### src/sv/mop_pkg.sv
package mop_pkg;

	typedef struct packed {
		logic [10:0] pixel_x;
		logic [9:0]  pixel_y;
	} in_t;

	typedef struct packed {
		logic [7:0] palette_index;
		logic       inside_set;
		logic [9:0] iteration_count;
	} out_t;

	typedef struct packed {
		logic signed [47:0] center_re;
		logic signed [47:0] center_im;
		logic [46:0]        pixel_step;
		logic signed [31:0] cos_rot;
		logic signed [31:0] sin_rot;
		logic [9:0]         max_iters;
		logic [3:0]         band;
		logic [7:0]         base_index;
	} cfg_t;

	localparam int CFG_DATA_W = 48;
	localparam int CFG_IDX_W  = 3;

	localparam logic [CFG_IDX_W-1:0] REG_CENTER_RE  = 3'd0;
	localparam logic [CFG_IDX_W-1:0] REG_CENTER_IM  = 3'd1;
	localparam logic [CFG_IDX_W-1:0] REG_PIXEL_STEP = 3'd2;
	localparam logic [CFG_IDX_W-1:0] REG_COS_ROT    = 3'd3;
	localparam logic [CFG_IDX_W-1:0] REG_SIN_ROT    = 3'd4;
	localparam logic [CFG_IDX_W-1:0] REG_MAX_ITERS  = 3'd5;
	localparam logic [CFG_IDX_W-1:0] REG_BAND       = 3'd6;
	localparam logic [CFG_IDX_W-1:0] REG_BASE_INDEX = 3'd7;

	// Datapath operations, one per controller step.
	typedef enum logic [4:0] {
		OP_NONE,
		OP_LOAD,
		OP_MU,
		OP_MV,
		OP_R1,
		OP_R2,
		OP_R3,
		OP_R4,
		OP_C,
		OP_ZI,
		OP_SQR,
		OP_SQI,
		OP_TRAP,
		OP_L1,
		OP_L2,
		OP_OUT
	} op_t;

	typedef enum logic [4:0] {
		ST_IDLE,
		ST_MU,
		ST_MV,
		ST_R1,
		ST_R2,
		ST_R3,
		ST_R4,
		ST_C,
		ST_CHK,
		ST_ZI,
		ST_SQR,
		ST_SQI,
		ST_TRAP,
		ST_L1,
		ST_L2,
		ST_OUT
	} state_t;

	typedef struct packed {
		op_t op;
	} cmd_t;

	typedef struct packed {
		logic mul_done;
		logic log_done;
		logic loop_go;
		logic limit_hit;
	} sts_t;

	localparam logic [15:0] LN2_Q16 = 16'd45426;
	localparam logic [5:0]  FB_TRAP = 6'd44;
	localparam logic [5:0]  FB_L1   = 6'd28;
	localparam logic [5:0]  FB_L2   = 6'd16;
	localparam logic [63:0] EPS_LSB = 64'd18;

	// log2(1 + k/16) in Q.16
	function automatic logic [16:0] log2_tab(input logic [4:0] k);
		logic [16:0] v;
		case (k)
			5'd0:    v = 17'd0;
			5'd1:    v = 17'd5732;
			5'd2:    v = 17'd11136;
			5'd3:    v = 17'd16248;
			5'd4:    v = 17'd21098;
			5'd5:    v = 17'd25711;
			5'd6:    v = 17'd30109;
			5'd7:    v = 17'd34312;
			5'd8:    v = 17'd38336;
			5'd9:    v = 17'd42196;
			5'd10:   v = 17'd45904;
			5'd11:   v = 17'd49472;
			5'd12:   v = 17'd52911;
			5'd13:   v = 17'd56228;
			5'd14:   v = 17'd59434;
			5'd15:   v = 17'd62534;
			5'd16:   v = 17'd65536;
			default: v = 17'd0;
		endcase
		return v;
	endfunction

endpackage

### src/sv/mop_ctrl.sv
module mop_ctrl
	import mop_pkg::*;
(
	input  logic clk,
	input  logic arst_n,
	input  logic start,
	input  sts_t sts,
	output cmd_t cmd,
	output logic busy
);

	state_t state_q, state_n;

	always_ff @(posedge clk or negedge arst_n) begin
		if (!arst_n) begin
			state_q <= ST_IDLE;
		end else begin
			state_q <= state_n;
		end
	end

	always_comb begin
		state_n = state_q;
		unique case (state_q)
			ST_IDLE: if (start) state_n = ST_MU;
			ST_MU:   if (sts.mul_done) state_n = ST_MV;
			ST_MV:   if (sts.mul_done) state_n = ST_R1;
			ST_R1:   if (sts.mul_done) state_n = ST_R2;
			ST_R2:   if (sts.mul_done) state_n = ST_R3;
			ST_R3:   if (sts.mul_done) state_n = ST_R4;
			ST_R4:   if (sts.mul_done) state_n = ST_C;
			ST_C:    state_n = ST_CHK;
			ST_CHK:  state_n = sts.loop_go ? ST_ZI : ST_TRAP;
			ST_ZI:   if (sts.mul_done) state_n = ST_SQR;
			ST_SQR:  if (sts.mul_done) state_n = ST_SQI;
			ST_SQI:  if (sts.mul_done) state_n = ST_CHK;
			ST_TRAP: if (sts.log_done) state_n = sts.limit_hit ? ST_OUT : ST_L1;
			ST_L1:   if (sts.log_done) state_n = ST_L2;
			ST_L2:   if (sts.log_done) state_n = ST_OUT;
			ST_OUT:  state_n = ST_IDLE;
			default: state_n = ST_IDLE;
		endcase
	end

	always_comb begin
		busy   = 1'b1;
		cmd.op = OP_NONE;
		unique case (state_q)
			ST_IDLE: begin
				busy   = 1'b0;
				cmd.op = start ? OP_LOAD : OP_NONE;
			end
			ST_MU:   cmd.op = OP_MU;
			ST_MV:   cmd.op = OP_MV;
			ST_R1:   cmd.op = OP_R1;
			ST_R2:   cmd.op = OP_R2;
			ST_R3:   cmd.op = OP_R3;
			ST_R4:   cmd.op = OP_R4;
			ST_C:    cmd.op = OP_C;
			ST_CHK:  cmd.op = OP_NONE;
			ST_ZI:   cmd.op = OP_ZI;
			ST_SQR:  cmd.op = OP_SQR;
			ST_SQI:  cmd.op = OP_SQI;
			ST_TRAP: cmd.op = OP_TRAP;
			ST_L1:   cmd.op = OP_L1;
			ST_L2:   cmd.op = OP_L2;
			ST_OUT:  cmd.op = OP_OUT;
			default: cmd.op = OP_NONE;
		endcase
	end

endmodule

### config.mk
export PLATFORM = sky130hd
export DESIGN_NAME = mop_ctrl
export DESIGN_NICKNAME = d
export VERILOG_FILES = /design/src/sv/mop_pkg.sv /design/src/sv/mop_ctrl.sv
export SDC_FILE = /design/constraint.sdc
export NUM_CORES = 1
export LEC_CHECK = 0
export ABC_AREA = 0
export BUFFER_PORTS_ARGS = -buffer_cell sky130_fd_sc_hd__buf_2
export CAP_MARGIN = 20
export CORE_AREA = 2 2 39 41
export DETAILED_ROUTE_END_ITERATION = 6
export DIE_AREA = 0 0 41 43
export GPL_TIMING_DRIVEN = 0
export PLACE_DENSITY = 0.47
export REMOVE_ABC_BUFFERS = 1
export SLEW_MARGIN = 10
export SYNTH_ARGS = -nofsm -noshare
export SYNTH_HDL_FRONTEND = slang
export SYNTH_SLANG_ARGS = --single-unit
### constraint.sdc
create_clock -name clk -period 1.6 [get_ports clk]
set_clock_uncertainty 0.05 [all_clocks]
set_input_delay 0.32 -clock clk [delete_from_list [all_inputs] [get_ports clk]]
set_output_delay 0.32 -clock clk [all_outputs]
set_load 0.01 [all_outputs]
==> results of run 1 <==
==> power groups by stage <==
stage                     clock, W  sequential (W)  combinational, W
after floorplan                  0        0.000281          0.000381
after global placement           0        0.000327          0.000510
after detailed placement         0        0.000327          0.000517
after CTS                 0.000130        0.000240          0.000875
after global routing      0.000139        0.000253           0.00100
final                     0.000122        0.000247          0.000917
==> path summary, 6_finish.rpt <==
path / depth (start not counted) / endpoint / slack, ns / startpoint
min in group clk: 3 / state_q[1]$_DFFE_PN0P_ / 0.40 / sts[3]
setup / recovery: 2 / busy / -0.08 / state_q[2]$_DFFE_PN0P_
setup reg to reg: 4 / state_q[2]$_DFFE_PN0P_ / -0.05 / state_q[2]$_DFFE_PN0P_
hold reg to reg: 2 / state_q[3]$_DFFE_PN0P_ / 0.63 / state_q[3]$_DFFE_PN0P_
max in group asynchronous: 2 / state_q[1]$_DFFE_PN0P_ / 0.99 / arst_n
hold / removal: 2 / state_q[3]$_DFFE_PN0P_ / 0.38 / arst_n
==> stage by stage <==
stage | cells | worst slack, ns
2_1_floorplan | 35 | -0.155
3_3_place_gp | 62 | -0.226
3_5_place_dp | 62 | -0.226
4_1_cts | 75 | -0.0937
5_1_grt | 75 | -0.117
6_report | 75 | -0.0832
==> final cells by class <==
type | count | share of cell area (%)
multi-input combinational | 31 | 46.5
timing repair buffer | 21 | 26.3
sequential | 4 | 19.4
clock buffer | 3 | 4.15
tap | 16 | 3.69
==> routing by layer <==
layer	GRT usage [%]	vias up
met1	13.3	177
li1	-	181
met3	1.57	0
met5	0	-
met4	6.00	0
met2	15.0	9
==> cell families (layout without fill, tap and decap cells) <==
family | count (synthesis) | count (layout) | synth area share [%]
other | 1 | 1 | 1.04
XOR/XNOR | 3 | 3 | 7.29
multiplexers | 2 | 2 | 6.25
AND/OR/NAND/NOR | 15 | 15 | 22.9
buffers and inverters | 5 | 24 | 11.8
flip-flops | 4 | 4 | 27.8
AO/OA/AOI/OAI | 10 | 10 | 22.9
==> cells in the final DEF (no fill, tap or decap), types with 2 or more instances in the layout <==
master / netlist / final
nor4b_1: 2 / 2
xnor2_1: 2 / 2
buf_2: 1 / 10
nor3_2: 0 / 2
buf_4: 2 / 8
clkbuf_4: 0 / 3
nor2_1: 3 / 2
buf_6: 2 / 2
nand2_1: 4 / 4
mux2_4: 0 / 2
dfrtp_2: 0 / 4
==> repair_timing <==
action | 4_1_cts | 5_1_grt
gates resized for setup | 11 | 4
endpoints found under the hold margin | 4 | 0
buffers inserted | 9 | 0
pin swaps | 4 | 0
hold buffers | 1 | 0
endpoints found under the setup margin | 8 | 8
==> flow_summary.yaml, run 1 <==
routing:
  viasPerCell: 4.89
  met1_length_um: 379
  ant_nets: 0
  top_layer: "met3"
  dr.pass1.iters: 4
  met3_length_um: 36
  drc: 0
  routed-wl-met2_um: 427
  drt_wl_total_um: 843
  vias: 367
  drt_iter0_markers: 7
  wl_per_cell_um: 11.2
worst_setup_path:
  max_stage_delay_ns: 0.53
  worstPathRequired_ns: 1.23
  critPathKind: "reg -> out"
  worstPathCellList: "or4_4 > buf_6"
  worstPathArrival_ns: 1.31
  cp_max_fo: 3
  path_buf_inv: 1
  cp-end-kind: "primary output"
  critPathTopFamily: "simple AND/OR/NAND/NOR gates"
  worstSetupStartpointType: "flip-flop"
  slowest_stage: "or4_4"
place:
  globalplace.congestion: 0.611
  hpwl_um: 480
  port_buffers: 11
  dpl_cell_area_um2: 393
die:
  fp.dieW_um: 41
  initial_core_util_pct: 26.0
  ios: 13
  die_y_um: 43
  num_rows: 14
  core_um2: 1380
  die_area_um2: 1760
layout:
  largest_register_ff_count: 4
  drive_gt1_share_pct: 62.7
  seqCellArea_um2: 105
  multi_input_area_um2: 253
  max_flop_register: "state_q"
  nNetsFinal: 68
  antennaDiodeCount: 0
  nFillCells: 153
  fin_util_pct: 39.2
  top_regs: "state_q x4"
  design_area_um2: 543
  area_growth_pct: 50.7
timing:
  tns_ns: -0.212
  post-route-min-period_ns: 1.68
  rsz0062_at_grt: "true"
  hold_viol_final: 0
  period_share_pct: 105
  hold_ws_ns: 0.379
  fmaxAchievable_mhz: 594
  maxSlewViolCount: 0
  setup_viol: 4
  layout_setup_ws_ns: -0.0832
global_routing:
  track_usage_pct: 10.2
  grt_pass1_wl_um: 1240
  grt_overflow: 0
  grt_max_degree: 13
  grt_pass1_vias: 308
  antenna_found_initial: 0
power:
  power.total_w: 0.00129
  internal-power_w: 0.000742
  p_leak_nw: 0.245
  p_per_area_nw_per_um2: 2370
  pwr-share-seq_pct: 19.2
  ir_drop_v: 0.000807
  switchingPower_w: 0.000543
  pwr-share-comb_pct: 71.3
  switching_share_pct: 42.3
  clockPowerShare_pct: 9.5
status:
  status: "complete, but fails checks"
  failed_checks: "negative setup slack"
hold_path:
  hp-class: "in -> async"
yosys:
  yosys.area.top_type: "dfrtp_1"
  yosysWarnings: 0
  yosys-top-cells-area: "dfrtp_1 (28%), buf_6 (6.3%), mux2_1 (6.3%)"
  synth_edf_count: 0
  synth_seq_cells: 4
  synth_ff_type: "dfrtp_1"
  synth-seq-area-share_pct: 27.8
  async_flop_share_pct: 100
  postSynthAreaPerCell_um2: 9.01
  syn_inst: 40
  yosysUniqueCellTypes: 25
  syn-cell-area_um2: 360
  synth_common_cells: "dfrtp_1 (4), nand2_1 (4), nor2_1 (3), nor3_1 (3)"
  synth_top_area_share_pct: 27.8
clock_tree:
  clk_path_buf_depth: 2
  cts_tree: "done"
  clockRootBuffer: "clkbuf_4"
  cts_buffers: 3
  clk_pin_slew_ns: 0.04
  worstSkewPairLatency_ns: 0.23
  htree_num_levels: 1
  cts_sinks: 4
run:
  cap_violations: 0
Note: power is estimated with default switching activity, not from simulation.
==> run 2: changes to the inputs <==
--- a/config.mk
+++ b/config.mk
@@ -15,4 +15,5 @@
 export PLACE_DENSITY = 0.47
 export REMOVE_ABC_BUFFERS = 1
+export SETUP_SLACK_MARGIN = 0.02
 export SLEW_MARGIN = 10
 export SYNTH_ARGS = -nofsm -noshare
==> constraint.sdc (replaced) <==
create_clock -name clk -period 1.6 [get_ports clk]
set_clock_uncertainty 0.05 [all_clocks]
set_input_delay 0.16 -clock clk [delete_from_list [all_inputs] [get_ports clk]]
set_output_delay 0.16 -clock clk [all_outputs]
set_load 0.01 [all_outputs]
==> run 2 against run 1 <==
  * The run still ends with negative setup slack left
  * Utilization shrank 3.4 points
  * Routed wire length shrank 3.9%
  * Final cell count shrank 5.3%
  * Worst hold slack lost 0.16 ns
  * Sequential power is essentially flat
  * Flip-flop and latch count is the same
==> flow_summary.yaml, run 2 (synthesis gave the netlist of run 1 again) <==
status:
  status: "complete, but fails checks"
  failed_checks: "negative setup slack"
clock_tree:
  worstSkewPairLatency_ns: 0.23
  clk_path_buf_depth: 2
  cts_buffers: 3
  cts_sinks: 4
  htree_num_levels: 1
  clockRootBuffer: "clkbuf_4"
  clk_pin_slew_ns: 0.04
  cts_tree: "done"
worst_setup_path:
  slowest_stage: "or4_4"
  max_stage_delay_ns: 0.54
  cp_max_fo: 3
  cp-end-kind: "flip-flop"
  worstPathCellList: "or4_4 > o32ai_2 > a21oi_2 > mux2_4"
  critPathKind: "reg -> reg"
  worstPathRequired_ns: 1.66
  worstPathArrival_ns: 1.69
  worstSetupStartpointType: "flip-flop"
layout:
  max_flop_register: "state_q"
  antennaDiodeCount: 0
  drive_gt1_share_pct: 58.2
  nFillCells: 160
  largest_register_ff_count: 4
  area_growth_pct: 37.5
  final_common_cell: "buf_2"
  final_cell_mix: "buf_2 (11), nand2_1 (4), buf_4 (4), dfrtp_2 (4)"
  nNetsFinal: 64
  top_regs: "state_q x4"
global_routing:
  track_usage_pct: 9.57
  antenna_found_initial: 0
  grt_pass1_vias: 271
  grt_pass1_wl_um: 1160
  grt_max_degree: 13
  grt_overflow: 0
timing:
  rsz0062_at_grt: "true"
  period_share_pct: 102
  post-route-min-period_ns: 1.63
  maxSlewViolCount: 0
  hold_ws_ns: 0.219
  hold_viol_final: 0
  setup_viol: 2
  fmaxAchievable_mhz: 614
  layout_setup_ws_ns: -0.0280
die:
  die_y_um: 43
  num_rows: 14
  fp.dieW_um: 41
  initial_core_util_pct: 26.0
  ios: 13
  core_um2: 1380
  die_area_um2: 1760
hold_path:
  hp-class: "in -> async"
routing:
  drt_iter0_markers: 11
  ant_nets: 0
  dr.pass1.iters: 4
  drt_wl_total_um: 810
  viasPerCell: 4.82
  drc: 0
  vias: 342
  wl_per_cell_um: 11.4
place:
  place_ws_ns: -0.226
  hpwl_um: 480
  port_buffers: 11
  globalplace.congestion: 0.611
run:
  cap_violations: 0
power:
  p_per_area_nw_per_um2: 2390
  p_leak_nw: 0.221
  ir_drop_v: 0.000869
## run 2: repair_timing
| action | 4_1_cts | 5_1_grt |
|---|---|---|
| gates resized for setup | 7 | 5 |
| buffers inserted | 5 | 0 |
| endpoints found under the setup margin | 5 | 5 |
| pin swaps | 2 | 2 |
| hold endpoints to repair | 4 | 0 |
| hold buffers | 1 | 0 |
## run 2: final timing paths
check,slack [ns],cells after the start,end,from
max in group asynchronous,1.15,2,state_q[1]$_DFFE_PN0P_,arst_n
setup / recovery,-0.03,4,state_q[2]$_DFFE_PN0P_,state_q[3]$_DFFE_PN0P_
min in group clk,0.22,3,state_q[1]$_DFFE_PN0P_,sts[3]
setup reg to reg,-0.03,4,state_q[2]$_DFFE_PN0P_,state_q[3]$_DFFE_PN0P_
hold / removal,0.22,2,state_q[3]$_DFFE_PN0P_,arst_n
hold reg to reg,0.62,2,state_q[3]$_DFFE_PN0P_,state_q[3]$_DFFE_PN0P_
## run 2: layout make-up
cell class | count | area (µm²) | area share [%]
multi-input cells | 31 | 241 | 48.7
flip-flops and latches | 4 | 105 | 21.2
repair buffers | 17 | 106 | 21.5
clock buffers | 3 | 22.5 | 4.55
well taps | 16 | 20.0 | 4.04
## run 2: where the power goes
| part | switching [W] | leakage [nW] | internal (W) |
|---|---|---|---|
| Sequential | 0.0000801 | 0.0432 | 0.000167 |
| Combinational | 0.000392 | 0.164 | 0.000425 |
| Clock | 0.0000380 | 0.0138 | 0.0000837 |
| Total | 0.000510 | 0.221 | 0.000676 |
## run 2: stage by stage
step / util [%] / instances / setup TNS [ns] / total power (W) / area (µm²)
floorplan: - / 35 / -0.354 / 0.000663 / 318
global placement: 28.4 / 62 / -0.559 / 0.000837 / 393
detailed placement: 28.4 / 62 / -0.560 / 0.000843 / 393
CTS: 34.6 / 71 / -0.0485 / 0.00115 / 479
global route: 35.8 / 71 / -0.138 / 0.00129 / 495
finish: 35.8 / 71 / -0.0545 / 0.00119 / 495
## run 2: critical path, delay by kind of cell (launching register included)
kind               cells  cell delay, ns
muxes                  1            0.31
AOI/OAI and AO/OA      2            0.21
DFF                    1            0.40
and+or+nand+nor        1            0.54
## run 2: per-layer routing
layer / up-vias / GRT usage (%) / routed length, µm
met2: 7 / 12.5 / 411
met5: - / 0 / 0
met3: 0 / 1.57 / 32
met4: 0 / 6.00 / 0
met1: 163 / 14.0 / 366
li1: 172 / - / -
